File: src/rtl/dtw_pkg.sv
// ---------------------------------------------------------------------------
// dtw_pkg
// shared types and codes of the sequence walker: classified items, results,
// walker phases, result kinds and error codes
// ---------------------------------------------------------------------------
`default_nettype none

package dtw_pkg;

  typedef enum logic [2:0] {
    PH_IDLE = 3'd0,
    PH_TAG  = 3'd1,
    PH_LEN0 = 3'd2,
    PH_LENX = 3'd3,
    PH_SKIP = 3'd4
  } phase_t;

  localparam logic [1:0] KIND_HDR  = 2'd0;
  localparam logic [1:0] KIND_DONE = 2'd1;
  localparam logic [1:0] KIND_ERR  = 2'd2;

  localparam logic [1:0] ERR_NONE  = 2'd0;
  localparam logic [1:0] ERR_SHORT = 2'd1;
  localparam logic [1:0] ERR_FORM  = 2'd2;
  localparam logic [1:0] ERR_OVF   = 2'd3;

  localparam logic [7:0] LONG_FORM_BIT = 8'h80;
  localparam logic [6:0] COUNT_MASK    = 7'h7F;
  localparam logic [6:0] MAX_LEN_BYTES = 7'd4;

  // classified item as it travels from front to back
  typedef struct packed {
    logic        is_start;
    logic [31:0] region_length;
    logic [7:0]  data_byte;
    logic        long_form;
    logic        cnt_zero;
    logic        cnt_over;
    logic [2:0]  cnt;
  } item_t;

  typedef struct packed {
    logic [1:0]  kind;
    logic [7:0]  tag;
    logic [31:0] length;
    logic [2:0]  hdr_bytes;
    logic [31:0] offset;
    logic [1:0]  error_code;
    logic        last;
  } result_t;

endpackage

`default_nettype wire

File: src/rtl/der_tlv_sequence_walker_unit.sv
// ---------------------------------------------------------------------------
// der_tlv_sequence_walker_unit
// walks the children of a DER SEQUENCE one byte per item, reporting each
// child's tag, length, header size and offset, then done or an error
//
//   channel  ports                                    direction
//   input    in_valid in_stall in_action              in
//            in_region_length in_data_byte
//   result   out_valid out_stall out_result_kind      out
//            out_elem_tag out_elem_length out_elem_header_len
//            out_elem_offset out_error_code out_last_result
//
// one item per cycle through the walker while the output register is free;
// a child header followed by done on the same byte holds the walker until
// the done result is sent; a taken item is held in a queue slot, then its
// result in the output reg
// in_stall rises only when the item queue is full
// synchronous reset empties the queue and leaves the walker idle
// ---------------------------------------------------------------------------
`default_nettype none

module der_tlv_sequence_walker_unit
  import dtw_pkg::*;
#(
  parameter int QUEUE_DEPTH = 2
) (
  input  wire logic        clk,
  input  wire logic        rst_n,
  input  wire logic        in_valid,
  output logic             in_stall,
  input  wire logic        in_action,
  input  wire logic [31:0] in_region_length,
  input  wire logic [7:0]  in_data_byte,
  output logic             out_valid,
  input  wire logic        out_stall,
  output logic [1:0]       out_result_kind,
  output logic [7:0]       out_elem_tag,
  output logic [31:0]      out_elem_length,
  output logic [2:0]       out_elem_header_len,
  output logic [31:0]      out_elem_offset,
  output logic [1:0]       out_error_code,
  output logic             out_last_result
);

  item_t   cls_item, head_item;
  logic    q_full, q_not_empty, q_pop, q_push;
  result_t res;

  assign in_stall = q_full;
  assign q_push   = in_valid && !q_full;

  dtw_front u_front (
    .in_action        (in_action),
    .in_region_length (in_region_length),
    .in_data_byte     (in_data_byte),
    .item             (cls_item)
  );

  dtw_queue #(
    .DEPTH (QUEUE_DEPTH)
  ) u_queue (
    .clk       (clk),
    .rst_n     (rst_n),
    .push      (q_push),
    .push_item (cls_item),
    .pop       (q_pop),
    .head      (head_item),
    .not_empty (q_not_empty),
    .full      (q_full)
  );

  dtw_back u_back (
    .clk        (clk),
    .rst_n      (rst_n),
    .item       (head_item),
    .item_valid (q_not_empty),
    .item_pop   (q_pop),
    .out_res    (res),
    .out_valid  (out_valid),
    .out_stall  (out_stall)
  );

  assign out_result_kind     = res.kind;
  assign out_elem_tag        = res.tag;
  assign out_elem_length     = res.length;
  assign out_elem_header_len = res.hdr_bytes;
  assign out_elem_offset     = res.offset;
  assign out_error_code      = res.error_code;
  assign out_last_result     = res.last;

endmodule

`default_nettype wire

File: src/rtl/dtw_front.sv
// ---------------------------------------------------------------------------
// dtw_front
// classifies an incoming item: start or data, and the length form fields of
// its byte, ready for the walker
// ---------------------------------------------------------------------------
`default_nettype none

module dtw_front
  import dtw_pkg::*;
(
  input  wire logic        in_action,
  input  wire logic [31:0] in_region_length,
  input  wire logic [7:0]  in_data_byte,
  output item_t            item
);

  logic [6:0] count;

  assign count = in_data_byte[6:0] & COUNT_MASK;

  always_comb begin
    item               = '0;
    item.is_start      = ~in_action;
    item.region_length = in_region_length;
    item.data_byte     = in_data_byte;
    item.long_form     = (in_data_byte & LONG_FORM_BIT) != 8'h00;
    item.cnt_zero      = count == 7'd0;
    item.cnt_over      = count > MAX_LEN_BYTES;
    item.cnt           = count[2:0];
  end

endmodule

`default_nettype wire

File: src/rtl/dtw_queue.sv
// ---------------------------------------------------------------------------
// dtw_queue
// short item queue between front and back, full flag from a registered count
// ---------------------------------------------------------------------------
`default_nettype none

module dtw_queue
  import dtw_pkg::*;
#(
  parameter int DEPTH = 2
) (
  input  wire logic clk,
  input  wire logic rst_n,
  input  wire logic push,
  input  item_t     push_item,
  input  wire logic pop,
  output item_t     head,
  output logic      not_empty,
  output logic      full
);

  localparam int PW = (DEPTH > 1) ? $clog2(DEPTH) : 1;
  localparam int CW = $clog2(DEPTH + 1);
  localparam logic [PW-1:0] LAST_SLOT = PW'(DEPTH - 1);
  localparam logic [CW-1:0] FULL_CNT  = CW'(DEPTH);

  item_t         slot_r [DEPTH];
  logic [PW-1:0] wr_r, wr_nxt, rd_r, rd_nxt;
  logic [CW-1:0] cnt_r, cnt_nxt;

  assign not_empty = cnt_r != '0;
  assign full      = cnt_r == FULL_CNT;
  assign head      = slot_r[rd_r];

  always_comb begin
    wr_nxt  = wr_r;
    rd_nxt  = rd_r;
    cnt_nxt = cnt_r;
    if (push) begin
      wr_nxt = (wr_r == LAST_SLOT) ? '0 : wr_r + PW'(1);
    end
    if (pop) begin
      rd_nxt = (rd_r == LAST_SLOT) ? '0 : rd_r + PW'(1);
    end
    if (push && !pop) begin
      cnt_nxt = cnt_r + CW'(1);
    end else if (pop && !push) begin
      cnt_nxt = cnt_r - CW'(1);
    end
  end

  always_ff @(posedge clk) begin
    if (!rst_n) begin
      wr_r  <= '0;
      rd_r  <= '0;
      cnt_r <= '0;
    end else begin
      wr_r  <= wr_nxt;
      rd_r  <= rd_nxt;
      cnt_r <= cnt_nxt;
    end
  end

  always_ff @(posedge clk) begin
    if (push) begin
      slot_r[wr_r] <= push_item;
    end
  end

endmodule

`default_nettype wire

File: src/rtl/dtw_back.sv
// ---------------------------------------------------------------------------
// dtw_back
// walker state machine: takes classified items from the queue, tracks the
// region and child counters and fills the output register
// ---------------------------------------------------------------------------
`default_nettype none

module dtw_back
  import dtw_pkg::*;
(
  input  wire logic clk,
  input  wire logic rst_n,
  input  item_t     item,
  input  wire logic item_valid,
  output logic      item_pop,
  output result_t   out_res,
  output logic      out_valid,
  input  wire logic out_stall
);

  phase_t      phase_r, phase_nxt;
  logic [7:0]  tag_r, tag_nxt;
  logic [31:0] acc_r, acc_nxt;
  logic [2:0]  left_r, left_nxt;
  logic [2:0]  hc_r, hc_nxt;
  logic [31:0] br_r, br_nxt;
  logic [31:0] pos_r, pos_nxt;
  logic [31:0] cs_r, cs_nxt;
  logic [31:0] vs_r, vs_nxt;

  logic        ov_r, ov_nxt;
  logic        pend_r, pend_nxt;
  result_t     res_r, res_nxt;

  logic        out_free;
  logic [31:0] br_dec, vs_dec, acc_shift, fin_len;
  logic [2:0]  left_dec, fin_hc;
  logic        do_fin;
  logic        r0v, r1v;
  result_t     r0, done_res;

  assign out_free  = !ov_r || !out_stall;
  assign item_pop  = item_valid && out_free && !pend_r;
  assign out_valid = ov_r;
  assign out_res   = res_r;

  assign br_dec    = br_r - {31'd0, br_r != 32'd0};
  assign vs_dec    = vs_r - {31'd0, vs_r != 32'd0};
  assign left_dec  = left_r - {2'd0, left_r != 3'd0};
  assign acc_shift = {acc_r[23:0], item.data_byte};

  always_comb begin
    done_res      = '0;
    done_res.kind = KIND_DONE;
    done_res.last = 1'b1;
  end

  always_comb begin
    phase_nxt = phase_r;
    tag_nxt   = tag_r;
    acc_nxt   = acc_r;
    left_nxt  = left_r;
    hc_nxt    = hc_r;
    br_nxt    = br_r;
    pos_nxt   = pos_r;
    cs_nxt    = cs_r;
    vs_nxt    = vs_r;
    r0v       = 1'b0;
    r1v       = 1'b0;
    r0        = '0;
    do_fin    = 1'b0;
    fin_len   = acc_shift;
    fin_hc    = hc_r + 3'd1;

    if (item_pop) begin
      if (item.is_start) begin
        tag_nxt  = '0;
        acc_nxt  = '0;
        left_nxt = '0;
        hc_nxt   = '0;
        pos_nxt  = '0;
        cs_nxt   = '0;
        vs_nxt   = '0;
        br_nxt   = item.region_length;
        if (item.region_length == 32'd0) begin
          r0v       = 1'b1;
          r0        = done_res;
          phase_nxt = PH_IDLE;
        end else begin
          phase_nxt = PH_TAG;
        end
      end else begin
        unique case (phase_r)
          PH_TAG: begin
            cs_nxt   = pos_r;
            tag_nxt  = item.data_byte;
            hc_nxt   = 3'd1;
            acc_nxt  = '0;
            left_nxt = '0;
            br_nxt   = br_dec;
            pos_nxt  = pos_r + 32'd1;
            if (br_r < 32'd2) begin
              r0v           = 1'b1;
              r0.kind       = KIND_ERR;
              r0.offset     = pos_r;
              r0.error_code = ERR_SHORT;
              r0.last       = 1'b1;
              phase_nxt     = PH_IDLE;
            end else begin
              phase_nxt = PH_LEN0;
            end
          end
          PH_LEN0: begin
            br_nxt  = br_dec;
            pos_nxt = pos_r + 32'd1;
            hc_nxt  = 3'd2;
            if (!item.long_form) begin
              do_fin  = 1'b1;
              fin_len = {25'd0, item.data_byte[6:0]};
              fin_hc  = 3'd2;
            end else if (item.cnt_zero || item.cnt_over || {29'd0, item.cnt} > br_dec) begin
              r0v           = 1'b1;
              r0.kind       = KIND_ERR;
              r0.offset     = cs_r;
              r0.last       = 1'b1;
              phase_nxt     = PH_IDLE;
              if (item.cnt_zero) begin
                r0.error_code = ERR_FORM;
              end else if (item.cnt_over) begin
                r0.error_code = ERR_OVF;
              end else begin
                r0.error_code = ERR_SHORT;
              end
            end else begin
              acc_nxt   = '0;
              left_nxt  = item.cnt;
              phase_nxt = PH_LENX;
            end
          end
          PH_LENX: begin
            br_nxt   = br_dec;
            pos_nxt  = pos_r + 32'd1;
            acc_nxt  = acc_shift;
            hc_nxt   = hc_r + 3'd1;
            left_nxt = left_dec;
            if (left_dec == 3'd0) begin
              do_fin = 1'b1;
            end
          end
          PH_SKIP: begin
            br_nxt  = br_dec;
            pos_nxt = pos_r + 32'd1;
            vs_nxt  = vs_dec;
            if (vs_dec == 32'd0) begin
              if (br_dec == 32'd0) begin
                r0v       = 1'b1;
                r0        = done_res;
                phase_nxt = PH_IDLE;
              end else begin
                phase_nxt = PH_TAG;
              end
            end
          end
          PH_IDLE: begin
          end
          default: begin
            phase_nxt = PH_IDLE;
          end
        endcase

        // length complete: check against region, emit header or a short error
        if (do_fin) begin
          acc_nxt = fin_len;
          r0v     = 1'b1;
          if (fin_len > br_dec) begin
            r0.kind       = KIND_ERR;
            r0.offset     = cs_r;
            r0.error_code = ERR_SHORT;
            r0.last       = 1'b1;
            phase_nxt     = PH_IDLE;
          end else begin
            r0.kind       = KIND_HDR;
            r0.tag        = tag_r;
            r0.length     = fin_len;
            r0.hdr_bytes  = fin_hc;
            r0.offset     = cs_r;
            if (fin_len == 32'd0) begin
              if (br_dec == 32'd0) begin
                r1v       = 1'b1;
                phase_nxt = PH_IDLE;
              end else begin
                phase_nxt = PH_TAG;
              end
            end else begin
              vs_nxt    = fin_len;
              phase_nxt = PH_SKIP;
            end
          end
        end
      end
    end
  end

  // output register with a pending done slot for the second result
  always_comb begin
    ov_nxt   = ov_r;
    pend_nxt = pend_r;
    res_nxt  = res_r;
    if (out_free) begin
      if (pend_r) begin
        ov_nxt   = 1'b1;
        res_nxt  = done_res;
        pend_nxt = 1'b0;
      end else if (r0v) begin
        ov_nxt   = 1'b1;
        res_nxt  = r0;
        pend_nxt = r1v;
      end else begin
        ov_nxt = 1'b0;
      end
    end
  end

  always_ff @(posedge clk) begin
    if (!rst_n) begin
      phase_r <= PH_IDLE;
      tag_r   <= '0;
      acc_r   <= '0;
      left_r  <= '0;
      hc_r    <= '0;
      br_r    <= '0;
      pos_r   <= '0;
      cs_r    <= '0;
      vs_r    <= '0;
      ov_r    <= 1'b0;
      pend_r  <= 1'b0;
    end else begin
      phase_r <= phase_nxt;
      tag_r   <= tag_nxt;
      acc_r   <= acc_nxt;
      left_r  <= left_nxt;
      hc_r    <= hc_nxt;
      br_r    <= br_nxt;
      pos_r   <= pos_nxt;
      cs_r    <= cs_nxt;
      vs_r    <= vs_nxt;
      ov_r    <= ov_nxt;
      pend_r  <= pend_nxt;
    end
  end

  always_ff @(posedge clk) begin
    res_r <= res_nxt;
  end

endmodule

`default_nettype wire

File: config.mk
export PLATFORM = sky130hd
export DESIGN_NAME = der_tlv_sequence_walker_unit
export DESIGN_NICKNAME = d
export VERILOG_FILES = /design/src/rtl/dtw_pkg.sv /design/src/rtl/der_tlv_sequence_walker_unit.sv /design/src/rtl/dtw_front.sv /design/src/rtl/dtw_queue.sv /design/src/rtl/dtw_back.sv
export SDC_FILE = /design/constraint.sdc
export NUM_CORES = 1
export LEC_CHECK = 0
export ABC_AREA = 1
export BUFFER_PORTS_ARGS = -buffer_cell sky130_fd_sc_hd__buf_4
export CORE_UTILIZATION = 61
export CTS_BUF_LIST = sky130_fd_sc_hd__clkbuf_16
export CTS_CLUSTER_DIAMETER = 150
export DETAILED_ROUTE_END_ITERATION = 8
export GPL_TIMING_DRIVEN = 0
export HOLD_SLACK_MARGIN = 0.05
export PLACE_DENSITY = 0.82
export SETUP_SLACK_MARGIN = 0.3
export SLEW_MARGIN = 30
export SYNTH_ARGS = -nofsm -noshare
export SYNTH_HDL_FRONTEND = slang
export SYNTH_SLANG_ARGS = --single-unit
export TNS_END_PERCENT = 100
File: constraint.sdc
create_clock -name clk -period 8 [get_ports clk]
set_input_delay 0 -clock clk [delete_from_list [all_inputs] [get_ports clk]]
set_output_delay 0 -clock clk [all_outputs]
set_load 0.005 [all_outputs]
==> reports/results.txt, run 1 <==
Largest cells by area after synthesis: edfxtp_1, dfxtp_1, nand2_1
Req. time, crit path: 8.37 ns
Startpoint types: flip-flop
# Max-Cap Violations: 0
Register bit count reported by yosys: 342
Post-synth EDFFs: 166
Post-synthesis simple-gate area fraction: 25.8%
Synth Flop Type: dfxtp_1
Pre-antenna DRT Iters: 6
Seq/Total Area, Yosys: 46.9%
Vias/cell: 6.09
Ys async rst share: 0%
Fin. max-slew vios: 0
Overall routing resource usage: 38.8%
Clock Sinks: 342
Htree depth: 2
Final Skew: 0.0169 ns
Syn avg cell area: 7.68 um2
CTS root buf: clkbuf_16
Post-Syn Nets: 2449
Outcome: finished clean
LEAKAGE: 8.54 nW
DRC: 0
Hold crit path type: input pin to flip-flop
DRT antenna net count: 0
Layout area overhead: 17.0%
Fin area: 21300 um2
Vias in the first global route: 17100
Final Util: 73.2%
Reg2reg setup slack: 2.43 ns
CTS Buffer Depth: 3
Top Ports: 127
Hold path startpoint: in_region_length[8]
Pwr/cell area: 368 nW/um2
First-pass GRT wire length: 91400 um
Most common cell in the netlist: nand2_1
Starting Density: 62.6%
Post-layout nets: 2662
Fin. Hold Viols: 0
Reg2reg start: u_back.br_r[16]$_SDFFE_PN0P_
Crit end category: flip-flop
Largest family of logic cells by synthesized area: simple AND/OR/NAND/NOR gates
Crit share post-route: 69.6%
Vias: 18200
Post-synthesis adder-cell area fraction: 2.83%
Top-area cell type share of the netlist area: 27.5%
Setup TNS: 0 ns
Warnings from Yosys: 0
IO Port Bufs: 125
Peak supply drop: 289 uV
Pwr Total: 7.82 mW
Clock Latency Late Sink: 0.52 ns
Row count: 62
Post-DR wirelength/cell: 20.0 um
Area after DPL: 19700 um2
Gp weighted congestion: 1.05
Slew @ Worst Pin: 0.938 ns
CTS tree: yes
Worst EP arrival: 5.94 ns
Total grt overflow: 0
Final setup margin: 2.43 ns
Largest net degree at the start of global routing: 26
Worst Path Max Fanout: 10
Core ar.: 29000 um2
Post-Synth XOR/XNOR Area: 1.59%
Top post-synthesis cells by count: nand2_1, nor2_1, inv_1
Initial antenna violation count: 0
Fillers: 2248
Area leader, netlist: edfxtp_1
Initial DRC count: 2255
Die area: 30500 um2
Synth cell types: 52
Hpwl dp: 43900 um
Crit path time final: 5.57 ns
Share of layout cells above drive strength 1: 9.96%
Rel. slew slack: 36.8%
Die Ht: 175 um
Setup slack at placement: 2.63 ns
Synthesized area: 18200 um2
Mux share of post-synthesis cell area: 0.992%
Cells after Synth: 2363
Critical Path Start: u_back.br_r[16]$_SDFFE_PN0P_
Compound-Gate Fraction of Synth Area: 14.2%
# diodes: 0
Post-Route WL: 59800 um
Clk slew on worst S/H paths: 0.07 ns
Critical path class: flip-flop to flip-flop
# setup viols final: 0
Max frequency: 179 MHz
Post-CTS sizing: 0
Unrepaired setup endpoints after global routing: no
Die W: 175 um
Num CTS Buffers: 37
-- logic make-up (layout without fill, tap and decap cells) --
kind of cell             Yosys count  in the layout
AO/OA/AOI/OAI                    462            462
XOR/XNOR                          33             33
adder cells (fa/ha/maj)           41             41
buffers and inverters            361            599
flip-flops                       342            342
multiplexers                      18             18
AND/OR/NAND/NOR                 1106           1106
-- registers in the layout (all words and copies together) (netlist names), 2 cells and up, named ones only --
register	cells
u_back.br_r	32
u_back.cs_r	32
u_queue.cnt_r	2
u_back.acc_r	24
u_back.pos_r	32
u_back.vs_r	32
u_queue.slot_r	86
u_back.phase_r	3
u_back.tag_r	8
u_back.left_r	3
u_back.hc_r	3
u_back.out_res	80
-- path summary, 6_finish.rpt --
kind                                                    endpoint  cells past startpoint
worst max-delay path            u_back.out_res[44]$_SDFFCE_PP0P_                     25
worst min-delay path             u_queue.slot_r[1][22]$_DFFE_PP_                      2
worst max register to register  u_back.out_res[44]$_SDFFCE_PP0P_                     25
worst min register to register      u_back.tag_r[4]$_SDFFE_PN0P_                      2
-- critical path, stage by stage, from the launching register on --
cell,delay [ns]
dfxtp_1,0.33
nor2_1,0.17
nand2_1,0.15
inv_1,0.11
nand3_1,0.20
nor4_4,0.70
nand2_1,0.17
ha_1,0.29
nand2_2,0.15
nor2_2,0.08
nand3_1,0.17
o21ai_1,0.10
nand2_1,0.17
inv_1,0.07
ha_1,0.28
nand2_1,0.06
nor2_1,0.16
nand4_1,0.18
nor4_1,0.36
nand4_1,0.14
nand2_1,0.20
nand2_1,0.11
nor2_1,0.31
clkinv_1,0.35
buf_2,0.28
nor2_1,0.12
-- cell usage in the layout (no fill, tap or decap), types with 3 or more instances in the layout --
master         count
a211oi_1           7
a21oi_1          190
a221oi_1          25
a41oi_1            5
buf_1             10
buf_16             3
buf_2             23
buf_4            125
buf_8              3
clkbuf_1          64
clkbuf_16         37
clkinv_1           8
clkinv_2           3
dfxtp_1          176
dlygate4sd3_1     43
edfxtp_1         166
ha_1              41
inv_1            264
inv_2              7
mux2i_1           17
nand2_1          533
nand2_2            9
nand3_1          105
nand3_2            5
nand4_1           36
nor2_1           326
nor2_2            12
nor2_4             5
nor3_1            36
nor3_4             4
nor4_1            20
o211ai_1          21
o21a_1             4
o21ai_0          137
o21ai_1           34
o22ai_1           29
or2_2              4
xnor2_1            4
xor2_1            29
-- power breakdown --
group / leakage, nW / switching [mW] / internal, mW
Combinational: 4.98 / 2.74 / 1.14
Sequential: 2.98 / 0.173 / 2.20
Clock: 0.580 / 0.696 / 0.872
Total: 8.54 / 3.61 / 4.21
-- metrics by stage --
stage	hold WS, ns	instances
floorplan	0.0989	2363
global placement	0.184	2872
detailed placement	0.188	2878
CTS	0.194	2985
global route	0.207	2985
finish	0.198	2985
-- final cells by class --
type                            instances  area, um2  share of cell area, %
Buffer                                100        420                   1.98
Clock buffer                           37        926                   4.36
Clock inverter                         27        150                  0.707
Inverter                              261        982                   4.62
Multi-Input combinational cell       1660       8290                   39.0
Sequential cell                       342       8510                   40.0
Tap cell                              384        480                   2.26
Timing Repair Buffer                  174       1500                   7.04
-- routing by layer --
metal / GRT usage (%) / share of wire [%]
met2: 62.2 / 45
met4: 21.4 / 5.9
met1: 50.4 / 39
met5: 0 / 0
met3: 6.23 / 10
-- repair_timing --
action | 4_1_cts | 5_1_grt
setup buffers | 0 | 0
endpoints found under the hold margin | 94 | 0
setup endpoints to repair | 0 | 0
hold buffers | 43 | 0
No activity file was read; power rests on OpenSTA's default activity.
==> run 2: changes to the inputs <==
- clock period: 8 -> 5.82 ns (I/O delays scaled with it)
==> run 2 against run 1 <==
Effect of this change:
- clock power increased by 52%
- count of clock-buffer cells in the layout unchanged
- die area unchanged
- final area increased by 0.61%
- power increased by 41%
- non-clock buffer count unchanged
- global-route usage increased by 1.4 points
- sequential power increased by 38%
- core utilization increased by 0.44 points
==> reports/results.txt, run 2 (same netlist as run 1, synthesis figures left out) <==
Row count: 62 (unchanged)
Internal Power: 5.97 mW (+42%)
CP most frequent cell: nand2_1
Rel. slew slack: 42.4% (+5.6 points)
# Max-Cap Violations: 0 (unchanged)
CTS Buffer Depth: 3 (unchanged)
Vias in the first global route: 17300 (+1.2%)
Worst-path cell chain: nor2_1, nand2_1, nor2_1, nand4_1, nor4_4, nand2_1, ha_1, nand2_2, xor2_1, ha_1, nand2_1, o21a_1, inv_1, nand2_1, nor3_1, nand3_1, nand2_2, nand2_2, nand4_1, nand2_1, a21oi_4, buf_16, buf_8
Outcome: finished clean
Worst EP arrival: 5.50 ns (-0.44 ns)
Die W: 175 um (unchanged)
Hold crit path type: input pin to flip-flop
Largest Register: u_queue.slot_r
Crit path max-delay family: simple AND/OR/NAND/NOR gates
Gr busiest metal: met2
Top Ports: 127 (unchanged)
Reg2reg setup slack: 0.53 ns (-1.89 ns)
Commonest non-fill, non-tap cell in the layout: nand2_1
Core ar.: 29000 um2 (unchanged)
IO Port Bufs: 125 (unchanged)
Power share of the clock group: 21.6% (+1.5 points)
Hpwl dp: 45400 um (+3.5%)
Initial DRC count: 2390 (+6.0%)
Worst path slowest cell: a21oi_4
Critical Path Start: u_back.br_r[14]$_SDFFE_PN0P_
Vias: 18200 (+0.15%)
Vias/cell: 6.10 (about the same)
Peak supply drop: 380 uV (+32%)
Met2 usage: 64.2% (+2.1 points)
Crit path to: u_back.out_res[67]$_SDFFCE_PP0P_
Sequential share of power: 29.6% (-0.7 points)
DRC: 0 (unchanged)
Layout area overhead: 17.7%
Post-layout nets: 2662 (unchanged)
Levels on crit path: 23 (-8.0%)
DRT antenna net count: 0 (unchanged)
Worst R2R Path Depth: 23 (-8.0%)
Startpoint types: flip-flop
Crit path time final: 5.29 ns (-0.287 ns)
Fin. Hold Viols: 0 (unchanged)
FF/Latch Area: 8510 um2 (unchanged)
Unrepaired setup endpoints after global routing: no
Setup TNS: 0 ns (unchanged)
Clock Sinks: 342 (unchanged)
First-pass GRT wire length: 94600 um (+3.6%)
Req. time, crit path: 6.04 ns (-2.33 ns)
Starting Density: 62.6% (unchanged)
Setup slack at placement: 0.249 ns (-2.38 ns)
Largest net degree at the start of global routing: 27 (+3.8%)
# setup viols final: 0 (unchanged)
Clock Latency Late Sink: 0.53 ns (about the same)
GRT met1 Usage: 51.7% (+1.4 points)
Final setup margin: 0.535 ns (-1.89 ns)
Initial antenna violation count: 1 (+1)
Die area: 30500 um2 (unchanged)
Worst Path Max Fanout: 23 (+13)
Max frequency: 189 MHz (+5.4%)
Total grt overflow: 0 (unchanged)
Slew @ Worst Pin: 0.847 ns (-0.0913 ns)
Bufs and invs on worst path: 3 (-1)
Critical path class: flip-flop to flip-flop
Hold path startpoint: in_region_length[3]
Share of layout cells above drive strength 1: 10.3% (+0.30 points)
Met3 Resource Use GR: 7.96% (+1.7 points)
Comb pwr share: 48.8% (-0.8 points)
Reg2reg start: u_back.br_r[14]$_SDFFE_PN0P_
Net Sw Frac: 45.9% (-0.31 points)
Overall routing resource usage: 40.2% (+1.4 points)
Reg-to-Reg End: u_back.out_res[67]$_SDFFCE_PP0P_
Multi-input logic area: 8290 um2 (about the same)
Switching pwr: 5.06 mW (+40%)
Htree depth: 2 (unchanged)
Most frequent cells in the layout: nand2_1, nor2_1, inv_1
Die Ht: 175 um (unchanged)
Num CTS Buffers: 37 (unchanged)
Post-Route WL: 62000 um (+3.7%)
LEAKAGE: 8.56 nW (+0.17%)
Crit end category: flip-flop
Fillers: 2174 (-3.3%)
Crit share post-route: 90.8% (+21 points)
CTS root buf: clkbuf_16
Fin. max-slew vios: 0 (unchanged)
Clk slew on worst S/H paths: 0.07 ns (about the same)
Gp weighted congestion: 1.03 (-1.3%)
Max stage delay on crit path: 0.55 ns (-0.15 ns)
Pwr/cell area: 516 nW/um2 (+40%)
Post-DR wirelength/cell: 20.8 um (+3.6%)
Pre-antenna DRT Iters: 7 (+1)
Max FFs per register: 86 (unchanged)
Final Skew: 0.0145 ns (-0.00246 ns)
CTS tree: yes
[run 2: cell types whose count changed in the layout (fill, tap and decap cells not counted), sizes merged]
cell,previous run,this run
clkinv,12,15
clkinvlp,1,5
bufinv,1,5
inv,274,264
diode,0,1
[run 2: final cells by class]
| cell class | count | share of cell area [%] |
|---|---|---|
| plain buffers | 100 | 1.97 |
| diodes | 1 | 0.0117 |
| repair buffers | 174 | 6.96 |
| flip-flops and latches | 342 | 39.8 |
| multi-input cells | 1660 | 38.8 |
| inverters | 261 | 4.59 |
| well taps | 384 | 2.25 |
| clock inverters | 28 | 1.30 |
| clock buffers | 37 | 4.33 |
[run 2: what timing repair did]
action / 4_1_cts / 5_1_grt
buffers inserted: 1 / 0
endpoints found under the hold margin: 93 / 0
resized for setup: 0 / 1
hold buffers: 43 / 0
pin swaps: 1 / 0
gates cloned: 0 / 0
setup endpoints to repair: 10 / 11
[run 2: layer usage]
metal | part of all wire, % | routed length (um)
met3 | 10 | 6490
met2 | 45 | 28200
met1 | 39 | 23900
met4 | 5.5 | 3380
met5 | 0 | 0
[run 2: how the worst min path moves through the flow]
stage / end / cells past startpoint / slack [ns]
final: u_queue.slot_r[0][17]$_DFFE_PP_ / 2 / 0.20
after global routing: u_queue.slot_r[0][17]$_DFFE_PP_ / 2 / 0.20
after CTS: u_queue.slot_r[0][33]$_DFFE_PP_ / 2 / 0.20
after detailed placement: u_queue.slot_r[1][17]$_DFFE_PP_ / 1 / 0.19
after global placement: u_queue.slot_r[0][23]$_DFFE_PP_ / 1 / 0.18
after floorplan: u_queue.slot_r[0][10]$_DFFE_PP_ / 0 / 0.1
[run 2: power by group through the flow]
stage	logic (mW)	registers, mW	clock network [mW]
finish	5.38	3.27	2.38
global route	5.80	3.30	2.45
CTS	5.17	3.25	2.36
detailed placement	5.09	3.30	0
global placement	4.90	3.30	0
floorplan	3.34	3.26	0
[run 2: worst reg2reg max path, stage by stage (launching register included)]
cell and delay, ns:
dfxtp_1 0.34, nor2_1 0.22, nand2_1 0.14, nor2_1 0.17
nand4_1 0.19, nor4_4 0.39, nand2_1 0.13, ha_1 0.26
nand2_2 0.16, xor2_1 0.31, ha_1 0.21, nand2_1 0.06
o21a_1 0.18, inv_1 0.05, nand2_1 0.06, nor3_1 0.25
nand3_1 0.15, nand2_2 0.15, nand2_2 0.21, nand4_1 0.16
nand2_1 0.11, a21oi_4 0.56, buf_16 0.25, buf_8 0.24
[run 2: stage by stage]
step / hold WS (ns) / cell area (um2) / instances / utilization (%) / power (mW)
floorplan: 0.0989 / 18200 / 2363 / - / 6.60
global placement: 0.184 / 19600 / 2872 / 67.5 / 8.20
detailed placement: 0.187 / 19700 / 2877 / 68.0 / 8.39
CTS: 0.203 / 21400 / 2986 / 73.7 / 10.8
global route: 0.204 / 21400 / 2986 / 73.7 / 11.6
finish: 0.201 / 21400 / 2987 / 73.7 / 11.0
